`config.mk`:
```
export PLATFORM = sky130hd
export DESIGN_NAME = worst_fit_heap_allocator_unit
export DESIGN_NICKNAME = d
export VERILOG_FILES = /design/src/sv/wfha_pkg.sv /design/src/sv/wfha_ctrl.sv /design/src/sv/wfha_dp.sv /design/src/sv/worst_fit_heap_allocator_unit.sv
export SDC_FILE = /design/constraint.sdc
export NUM_CORES = 2
export LEC_CHECK = 0
export BUFFER_PORTS_ARGS = -buffer_cell sky130_fd_sc_hd__buf_2
export CAP_MARGIN = 30
export CORE_MARGIN = 1
export CORE_UTILIZATION = 30
export CTS_CLUSTER_SIZE = 20
export DETAILED_ROUTE_END_ITERATION = 10
export GPL_ROUTABILITY_DRIVEN = 0
export GPL_TIMING_DRIVEN = 0
export PLACE_DENSITY = 0.51
export SLEW_MARGIN = 20
export SYNTH_ARGS = -nofsm -noshare
export SYNTH_HDL_FRONTEND = slang
export SYNTH_SLANG_ARGS = --single-unit
```
`constraint.sdc`:
```
create_clock -name clk_i -period 23.3 [get_ports clk_i]
set_clock_uncertainty 0.2 [all_clocks]
set_input_delay 1.165 -clock clk_i [delete_from_list [all_inputs] [get_ports clk_i]]
set_output_delay 1.165 -clock clk_i [all_outputs]
set_load 0.005 [all_outputs]
```
`src/sv/wfha_pkg.sv`:
```
package wfha_pkg;

  localparam int FIELD_W          = 16;
  localparam int DEF_MAX_BLOCKS   = 64;
  localparam int DEF_HEADER_BYTES = 24;
  localparam int DEF_ADDR_BITS    = 16;
  localparam logic [FIELD_W-1:0] ARENA_RESET = 16'hFFFF;

  localparam logic OP_ALLOC = 1'b0;
  localparam logic OP_FREE  = 1'b1;

  localparam logic [1:0] RSP_DONE     = 2'd0;
  localparam logic [1:0] RSP_NO_SPACE = 2'd1;
  localparam logic [1:0] RSP_NO_ADDR  = 2'd2;

  typedef enum logic [2:0] {
    S_IDLE,
    S_SCAN,
    S_DECIDE,
    S_MOVE,
    S_FIN1,
    S_FIN2,
    S_DONE
  } state_e;

  typedef struct packed {
    logic load;
    logic scan;
    logic decide;
    logic move;
    logic fin1;
    logic fin2;
    logic emit;
  } cmd_t;

  typedef struct packed {
    logic scan_done;
    logic op_free;
    logic fail;
    logic mv_none;
    logic mv_done;
    logic out_free;
  } stat_t;

endpackage

```
`src/sv/wfha_ctrl.sv`:
```
module wfha_ctrl import wfha_pkg::*; (
  input  logic  clk_i,
  input  logic  rst_ni,
  input  logic  in_valid_i,
  output logic  in_ready_o,
  input  stat_t stat_i,
  output cmd_t  cmd_o
);

  state_e state_q, state_d;

  always_ff @(posedge clk_i or negedge rst_ni) begin
    if (!rst_ni) begin
      state_q <= S_IDLE;
    end else begin
      state_q <= state_d;
    end
  end

  always_comb begin
    state_d    = state_q;
    cmd_o      = '0;
    in_ready_o = 1'b0;
    unique case (state_q)
      S_IDLE: begin
        in_ready_o = 1'b1;
        if (in_valid_i) begin
          cmd_o.load = 1'b1;
          state_d    = S_SCAN;
        end
      end
      S_SCAN: begin
        cmd_o.scan = 1'b1;
        if (stat_i.scan_done) state_d = S_DECIDE;
      end
      S_DECIDE: begin
        cmd_o.decide = 1'b1;
        priority if (stat_i.fail) state_d = S_DONE;
        else if (stat_i.mv_none) state_d = stat_i.op_free ? S_DONE : S_FIN1;
        else state_d = S_MOVE;
      end
      S_MOVE: begin
        cmd_o.move = 1'b1;
        if (stat_i.mv_done) state_d = stat_i.op_free ? S_DONE : S_FIN1;
      end
      S_FIN1: begin
        cmd_o.fin1 = 1'b1;
        state_d    = S_FIN2;
      end
      S_FIN2: begin
        cmd_o.fin2 = 1'b1;
        state_d    = S_DONE;
      end
      S_DONE: begin
        if (stat_i.out_free) begin
          cmd_o.emit = 1'b1;
          state_d    = S_IDLE;
        end
      end
      default: state_d = S_IDLE;
    endcase
  end

endmodule

```
`src/sv/wfha_dp.sv`:
```
module wfha_dp import wfha_pkg::*; #(
  parameter int MAX_BLOCKS   = DEF_MAX_BLOCKS,
  parameter int HEADER_BYTES = DEF_HEADER_BYTES,
  parameter int ADDR_BITS    = DEF_ADDR_BITS
) (
  input  logic               clk_i,
  input  logic               rst_ni,
  input  logic               cfg_we_i,
  input  logic [FIELD_W-1:0] cfg_data_i,
  input  logic               operation_i,
  input  logic [FIELD_W-1:0] request_size_i,
  input  logic [FIELD_W-1:0] free_address_i,
  output logic               out_valid_o,
  input  logic               out_ready_i,
  output logic [1:0]         status_o,
  output logic [FIELD_W-1:0] payload_address_o,
  input  cmd_t               cmd_i,
  output stat_t              stat_o
);

  localparam int AW = ADDR_BITS;
  localparam int IW = (MAX_BLOCKS > 2) ? $clog2(MAX_BLOCKS) : 1;
  localparam int CW = $clog2(MAX_BLOCKS + 1);
  localparam int EW = 2 * AW + 1;
  localparam int WW = ((AW > FIELD_W) ? AW : FIELD_W) + 1;
  localparam logic [WW-1:0] HDR_W = WW'(HEADER_BYTES);
  localparam logic [AW-1:0] HDR_A = AW'(HEADER_BYTES);
  localparam logic [FIELD_W-1:0] TWO_HDR = FIELD_W'(2 * HEADER_BYTES);
  localparam logic [CW-1:0] MAX_C = CW'(MAX_BLOCKS);

  logic [EW-1:0] mem [MAX_BLOCKS];

  logic               op_q;
  logic [FIELD_W-1:0] req_q, where_q;
  logic [FIELD_W-1:0] arena_q;
  logic               init_q;
  logic [CW-1:0]      count_q;
  logic [CW-1:0]      ptr_q;
  logic               rvld_q, rd_zero_q;
  logic [IW-1:0]      ridx_q;
  logic [EW-1:0]      rdata_q;

  logic          found_q;
  logic [IW-1:0] best_idx_q;
  logic [AW-1:0] best_start_q, best_len_q;
  logic          match_q;
  logic [IW-1:0] mi_q;
  logic [AW-1:0] cur_start_q, cur_len_q;
  logic          prev_free_q, last_free_q, nxt_free_q;
  logic [AW-1:0] prev_start_q, prev_len_q, last_start_q, last_len_q, nxt_len_q;

  logic          mv_rd_q, mv_desc_q, mv_two_q;
  logic [IW-1:0] mv_end_q;

  logic [1:0]         res_status_q;
  logic [FIELD_W-1:0] res_addr_q;
  logic               out_valid_q;
  logic [1:0]         status_q;
  logic [FIELD_W-1:0] paddr_q;

  // entry decode, entry 0 reads as its reset value until written
  logic [AW-1:0] init_len;
  logic [AW-1:0] rd_start, rd_len;
  logic          rd_free;
  always_comb begin
    init_len = (arena_q >= TWO_HDR) ? AW'(arena_q - TWO_HDR) : '0;
    if (rd_zero_q) begin
      rd_start = '0;
      rd_len   = init_len;
      rd_free  = 1'b1;
    end else begin
      rd_start = rdata_q[EW-1 -: AW];
      rd_len   = rdata_q[AW:1];
      rd_free  = rdata_q[0];
    end
  end

  logic [WW-1:0] need, rd_pay;
  assign need   = HDR_W + WW'(req_q);
  assign rd_pay = WW'(rd_start) + HDR_W;

  // decide
  logic          alloc_fail, mr, ml;
  logic [AW-1:0] len_i, merged_l;
  logic [CW:0]   src0;
  logic [CW-1:0] drop_n;
  always_comb begin
    alloc_fail = !found_q || (WW'(best_len_q) < need) || (count_q >= MAX_C);
    mr       = ((CW'(mi_q) + CW'(1)) < count_q) && nxt_free_q;
    ml       = (mi_q != '0) && prev_free_q;
    len_i    = mr ? (cur_len_q + nxt_len_q + HDR_A) : cur_len_q;
    merged_l = prev_len_q + len_i + HDR_A;
    src0     = (CW+1)'(mi_q) + (CW+1)'(1) + (CW+1)'(mr);
    drop_n   = CW'(ml) + CW'(mr);
  end

  logic fail, mv_none;
  always_comb begin
    if (op_q == OP_FREE) begin
      fail    = !match_q;
      mv_none = (drop_n == '0) || (src0 >= (CW+1)'(count_q));
    end else begin
      fail    = alloc_fail;
      mv_none = ((CW'(best_idx_q) + CW'(1)) == count_q);
    end
  end

  logic rd_en;
  assign rd_en = (cmd_i.scan && (ptr_q < count_q)) || (cmd_i.move && mv_rd_q);

  // single write port
  logic          we;
  logic [IW-1:0] waddr;
  logic [EW-1:0] wdata;
  logic [AW-1:0] rem_start, rem_len;
  assign rem_start = AW'(WW'(best_start_q) + need);
  assign rem_len   = AW'(WW'(best_len_q) - need);
  always_comb begin
    we    = 1'b0;
    waddr = '0;
    wdata = '0;
    priority if (cmd_i.decide && op_q == OP_FREE && match_q) begin
      we = 1'b1;
      if (ml) begin
        waddr = mi_q - IW'(1);
        wdata = {prev_start_q, merged_l, 1'b1};
      end else begin
        waddr = mi_q;
        wdata = {cur_start_q, len_i, 1'b1};
      end
    end else if (cmd_i.move && rvld_q) begin
      we    = 1'b1;
      waddr = mv_desc_q ? (ridx_q + IW'(1)) : (ridx_q - (mv_two_q ? IW'(2) : IW'(1)));
      wdata = {rd_start, rd_len, rd_free};
    end else if (cmd_i.fin1) begin
      we    = 1'b1;
      waddr = best_idx_q + IW'(1);
      wdata = {rem_start, rem_len, 1'b1};
    end else if (cmd_i.fin2) begin
      we    = 1'b1;
      waddr = best_idx_q;
      wdata = {best_start_q, AW'(req_q), 1'b0};
    end
  end

  always_ff @(posedge clk_i) begin
    if (we) mem[waddr] <= wdata;
    if (rd_en) rdata_q <= mem[ptr_q[IW-1:0]];
  end

  always_ff @(posedge clk_i or negedge rst_ni) begin
    if (!rst_ni) begin
      arena_q     <= ARENA_RESET;
      init_q      <= 1'b1;
      count_q     <= CW'(1);
      ptr_q       <= '0;
      rvld_q      <= 1'b0;
      rd_zero_q   <= 1'b0;
      found_q     <= 1'b0;
      match_q     <= 1'b0;
      mv_rd_q     <= 1'b0;
      out_valid_q <= 1'b0;
    end else begin
      if (cfg_we_i) begin
        arena_q <= cfg_data_i;
        init_q  <= 1'b1;
        count_q <= CW'(1);
      end else if (we && waddr == '0) begin
        init_q <= 1'b0;
      end
      rvld_q <= rd_en;
      if (rd_en) rd_zero_q <= init_q && (ptr_q == '0);
      if (cmd_i.load) begin
        ptr_q   <= '0;
        found_q <= 1'b0;
        match_q <= 1'b0;
      end
      if (cmd_i.scan && rd_en) ptr_q <= ptr_q + CW'(1);
      if (cmd_i.scan && rvld_q) begin
        if (rd_free && (!found_q || rd_len > best_len_q)) found_q <= 1'b1;
        if (!match_q && rd_pay == WW'(where_q)) match_q <= 1'b1;
      end
      if (cmd_i.decide && !fail) begin
        mv_rd_q <= !mv_none;
        if (op_q == OP_FREE) begin
          count_q <= count_q - drop_n;
          ptr_q   <= src0[CW-1:0];
        end else begin
          ptr_q <= count_q - CW'(1);
        end
      end
      if (cmd_i.move && mv_rd_q) begin
        if (ptr_q[IW-1:0] == mv_end_q) mv_rd_q <= 1'b0;
        else ptr_q <= mv_desc_q ? (ptr_q - CW'(1)) : (ptr_q + CW'(1));
      end
      if (cmd_i.fin2) count_q <= count_q + CW'(1);
      if (cmd_i.emit) out_valid_q <= 1'b1;
      else if (out_ready_i) out_valid_q <= 1'b0;
    end
  end

  // payload registers
  always_ff @(posedge clk_i) begin
    if (cmd_i.load) begin
      op_q    <= operation_i;
      req_q   <= request_size_i;
      where_q <= free_address_i;
    end
    if (rd_en) ridx_q <= ptr_q[IW-1:0];
    if (cmd_i.scan && rvld_q) begin
      if (rd_free && (!found_q || rd_len > best_len_q)) begin
        best_idx_q   <= ridx_q;
        best_start_q <= rd_start;
        best_len_q   <= rd_len;
      end
      if (!match_q && rd_pay == WW'(where_q)) begin
        mi_q         <= ridx_q;
        cur_start_q  <= rd_start;
        cur_len_q    <= rd_len;
        prev_free_q  <= last_free_q;
        prev_start_q <= last_start_q;
        prev_len_q   <= last_len_q;
      end
      if (match_q && ridx_q == mi_q + IW'(1)) begin
        nxt_free_q <= rd_free;
        nxt_len_q  <= rd_len;
      end
      last_free_q  <= rd_free;
      last_start_q <= rd_start;
      last_len_q   <= rd_len;
    end
    if (cmd_i.decide) begin
      res_status_q <= fail ? ((op_q == OP_FREE) ? RSP_NO_ADDR : RSP_NO_SPACE) : RSP_DONE;
      res_addr_q   <= '0;
      if (op_q == OP_FREE) begin
        mv_end_q  <= IW'(count_q - CW'(1));
        mv_desc_q <= 1'b0;
        mv_two_q  <= ml && mr;
      end else begin
        mv_end_q  <= best_idx_q + IW'(1);
        mv_desc_q <= 1'b1;
        mv_two_q  <= 1'b0;
      end
    end
    if (cmd_i.fin2) res_addr_q <= FIELD_W'(WW'(best_start_q) + HDR_W);
    if (cmd_i.emit) begin
      status_q <= res_status_q;
      paddr_q  <= res_addr_q;
    end
  end

  always_comb begin
    stat_o.scan_done = cmd_i.scan && rvld_q && (CW'(ridx_q) == count_q - CW'(1));
    stat_o.op_free   = (op_q == OP_FREE);
    stat_o.fail      = fail;
    stat_o.mv_none   = mv_none;
    stat_o.mv_done   = cmd_i.move && rvld_q && (ridx_q == mv_end_q);
    stat_o.out_free  = !out_valid_q || out_ready_i;
  end

  assign out_valid_o       = out_valid_q;
  assign status_o          = status_q;
  assign payload_address_o = paddr_q;

endmodule

```
`src/sv/worst_fit_heap_allocator_unit.sv`:
```
// sequence: a request scans every table entry, then is decided; a failed request or a free
// with no table shift responds from there, a shift moves the later entries, and an allocate
// then writes the split remainder and the allocated block before its response is loaded
// throughput: one request at a time, the next accept in the cycle after the response is loaded
// reset: async active low, arena 65535 and one free block, no clearing pass needed
// an arena write re-initializes the table
module worst_fit_heap_allocator_unit import wfha_pkg::*; #(
  parameter int MAX_BLOCKS   = DEF_MAX_BLOCKS,
  parameter int HEADER_BYTES = DEF_HEADER_BYTES,
  parameter int ADDR_BITS    = DEF_ADDR_BITS
) (
  input  logic               clk_i,
  input  logic               rst_ni,
  // arena size register
  input  logic               cfg_we_i,
  input  logic [FIELD_W-1:0] cfg_data_i,
  // request beat
  input  logic               in_valid_i,
  output logic               in_ready_o,
  input  logic               operation_i,
  input  logic [FIELD_W-1:0] request_size_i,
  input  logic [FIELD_W-1:0] free_address_i,
  // response beat
  output logic               out_valid_o,
  input  logic               out_ready_i,
  output logic [1:0]         status_o,
  output logic [FIELD_W-1:0] payload_address_o
);

  // controller sequences scan, decide, table shift and split writes
  cmd_t  cmd;
  stat_t stat;

  wfha_ctrl u_ctrl (
    .clk_i      (clk_i),
    .rst_ni     (rst_ni),
    .in_valid_i (in_valid_i),
    .in_ready_o (in_ready_o),
    .stat_i     (stat),
    .cmd_o      (cmd)
  );

  // datapath holds the block memory, scan trackers and the response register
  wfha_dp #(
    .MAX_BLOCKS   (MAX_BLOCKS),
    .HEADER_BYTES (HEADER_BYTES),
    .ADDR_BITS    (ADDR_BITS)
  ) u_dp (
    .clk_i             (clk_i),
    .rst_ni            (rst_ni),
    .cfg_we_i          (cfg_we_i),
    .cfg_data_i        (cfg_data_i),
    .operation_i       (operation_i),
    .request_size_i    (request_size_i),
    .free_address_i    (free_address_i),
    .out_valid_o       (out_valid_o),
    .out_ready_i       (out_ready_i),
    .status_o          (status_o),
    .payload_address_o (payload_address_o),
    .cmd_i             (cmd),
    .stat_o            (stat)
  );

endmodule

```
==> impl_results.md <==
* Status: finished, final reports clean
* Fin crit period at 7790 ps
* Buf+Inv Stages, Crit Path at 6
* Post-CTS setup buffers at 0
* Die Wd at 576 um
* Layout Cells excl Fill at 9917
* Worst Hold Depth at 0
* Gr usage total at 17.3%
* Clock tree from TritonCTS: built
* Warnings from Yosys at 0
* CP max FO at 17
* Final WL at 290 mm
* Cts hold-fix bufs at 0
* Antenna Violating Nets Remaining at 0
* Core Region at 327000 um2
* Least-Margin Pin Slew at 1110 ps
* Initial Utilization at 30.2%
* # IOs at 74
* Crit-path leading delay family: compound AO/OA/AOI/OAI gates
* Initial drt markers at 6041
* Rows at 210
* Pleak at 37.5 nW
* Mean Syn Cell Area at 20.7 um2
* Die Height at 576 um
* Sequential fraction of the synthesis area at 73.6%
* Worst reg-to-reg path cell count at 24
* Reg-to-reg endpoint: u_dp.mem[17][16]$_DFFE_PP_
* Cts bufs inserted at 270
* HP Start: u_dp.last_start_q[15]$_DFFE_PP_
* Setup crit start: u_dp.mi_q[0]$_DFFE_PP_
* Syn_nets at 4976
* Pins Over Slew Limit at 0
* Setup TNS at 0 ps
* Worst EP required at 23790 ps
* Nature of the critical path endpoint: flop
* Worst r2r src: u_dp.mi_q[0]$_DFFE_PP_
* Fin crit share at 33.4%
* Crit-path most repeated cell: ha_1
* Gr ovfl total at 0
* Maximum VDD drop at 0.0000600 V
* Pwr/cell area at 120 nW/um2
* Commonest cells after routing, fill and taps aside: edfxtp_1 (2387), mux4_2 (689), clkbuf_16 (271)
* Critical-path top delay cell: clkbuf_2
* Nets@finish at 5571
* Hold Path End: u_dp.prev_start_q[15]$_DFFE_PP_
* Total die area at 332000 um2
* IO buf count at 73
* Hold Path Class: flop to flop
* Most common cell after layout, fill and taps aside: edfxtp_1
* Max_cap viols at 0
* DR vias at 51100
* Crit path kind: flop to flop
* EDFF count, synth at 2387
* FF+latch count, synth at 2427
* Cells after Synth at 4766
* Critical path, cell by cell: clkbuf_1 > inv_1 > ha_1 > ha_1 > a21o_1 > a31oi_1 > o21ai_0 > a31oi_2 > clkbuf_2 > mux2_2 > ha_1 > ha_1 > fa_1 > a211oi_1 > o21ai_0 > a41oi_1 > a211oi_1 > mux2i_1 > nor3_1 > nor3_1 > o31ai_4 > buf_8 > buf_8 > buf_6
* Largest net degree at the start of global routing at 65
* RSZ-0062 raised after global routing: no
* Drt wl/cell at 29.2 um
* R2R setup slack at 15510 ps
* Final setup fails at 0
* Post-CTS sizing at 0
* CP peak stage delay at 600 ps
* Fin Hold WS at 202 ps
* Layout cell share with drive strength beyond 1 at 29.4%
* DRC Markers at 0
* H-tree Lvls at 5
* Sinks on Clock Net at 2427
* Clk slew on worst S/H paths at 60 ps
* Ys flop type: edfxtp_1
* Critical Path Start Type: flop
* Final Hold Fails at 0
* Clock buffer depth at 4
* Yosys cell types at 85
* Fmax at 128 MHz
* Dpl cells at 9427
* Async SR Flop Fraction at 1.65%
* First-pass GRT wire length at 405 mm
* Clock root buffer: clkbuf_16
* Area grow syn2layout at 19.9%
* Crit path arrival time at 8270 ps
* # fillers at 30100
* Synthesized area at 98800 um2
* Later-pin clock latency in the skew report at 850 ps
* Hpwl dp at 209 mm
* Drt first pass iters at 6
* Vias per cell at 5.15
* Number of global-route vias before repair at 51200
* Slew headroom at 25.7%
* Final Util at 36.2%
* Initial antenna violation count at 23
==> cell usage after synthesis (39+ instances only) <==
cell type | count | area [um2]
nand2_1 | 144 | 541
edfxtp_1 | 2387 | 71700
xor2_1 | 62 | 543
o21ai_0 | 90 | 450
nor3_1 | 39 | 195
mux4_2 | 689 | 15500
clkbuf_1 | 148 | 556
inv_1 | 110 | 413
nor2_1 | 189 | 709
xnor2_1 | 96 | 841
a21oi_1 | 70 | 350
buf_2 | 39 | 195
ha_1 | 150 | 1880
nand3_1 | 50 | 250
==> worst max-delay path by stage <==
stage	endpoint	slack [ps]	cells after the start
6_report	u_dp.mem[17][16]$_DFFE_PP_	15510	24
5_1_grt	u_dp.mem[16][16]$_DFFE_PP_	15030	24
4_1_cts	u_dp.mem[16][16]$_DFFE_PP_	15410	24
3_5_place_dp	u_dp.mem[22][16]$_DFFE_PP_	15390	24
3_3_place_gp	u_dp.mem[22][12]$_DFFE_PP_	6500	21
2_1_floorplan	u_dp.mem[0][16]$_DFFE_PP_	14850	20
==> cell families after synthesis <==
group	Yosys count	share of synthesized area, %
flops	2427	73.6
buf+inv	334	1.35
simple gates	559	2.64
compound gates	386	2.69
xor+xnor	158	1.40
mux	746	16.3
fa+ha+maj	156	2.02
==> layer usage <==
metal  wire length [um]  track usage (%)
met1             127000             24.7
met2             135000             27.3
met3              18700             2.59
met4               8900             5.05
met5                 13                0
==> cell type report <==
type	count	area, um2	share of cell area (%)
flip-flops and latches	2427	72700	61.4
multi-input cells	2005	25700	21.7
clock buffers	319	6960	5.88
well taps	4346	5440	4.59
repair buffers	323	4970	4.19
clock inverters	147	1330	1.12
plain buffers	221	947	0.799
inverters	113	424	0.358
diodes	16	40.0	0.0338
==> metrics by stage <==
step	setup WS, ps	area [um2]	power [W]
floorplan	14850	98800	0.00800
global placement	6500	105000	0.00994
detailed placement	15390	110000	0.0103
CTS	15410	118000	0.0144
global route	15030	118000	0.0147
finish	15510	118000	0.0143
==> where the power goes <==
group,leakage [nW],internal (W),total [W],switching (W)
Combinational,11.0,0.00168,0.00453,0.00285
Sequential,22.4,0.00555,0.00566,0.000109
Clock,4.07,0.00234,0.00408,0.00173
Total,37.5,0.00958,0.0143,0.00469
==> sequential cells by signal, summed over array words and instances (netlist names), 7 cells and up <==
name and flops:
u_dp.arena_q 16, u_dp.best_len_q 16, u_dp.best_start_q 16, u_dp.count_q 7, u_dp.cur_len_q 16, u_dp.cur_start_q 16
u_dp.last_len_q 16, u_dp.last_start_q 16, u_dp.mem 2112, u_dp.nxt_len_q 16, u_dp.payload_address_o 16, u_dp.prev_len_q 16
u_dp.prev_start_q 16, u_dp.ptr_q 7, u_dp.rdata_q 33, u_dp.req_q 16, u_dp.res_addr_q 16, u_dp.where_q 16
Power figures use the tool's default switching activity.
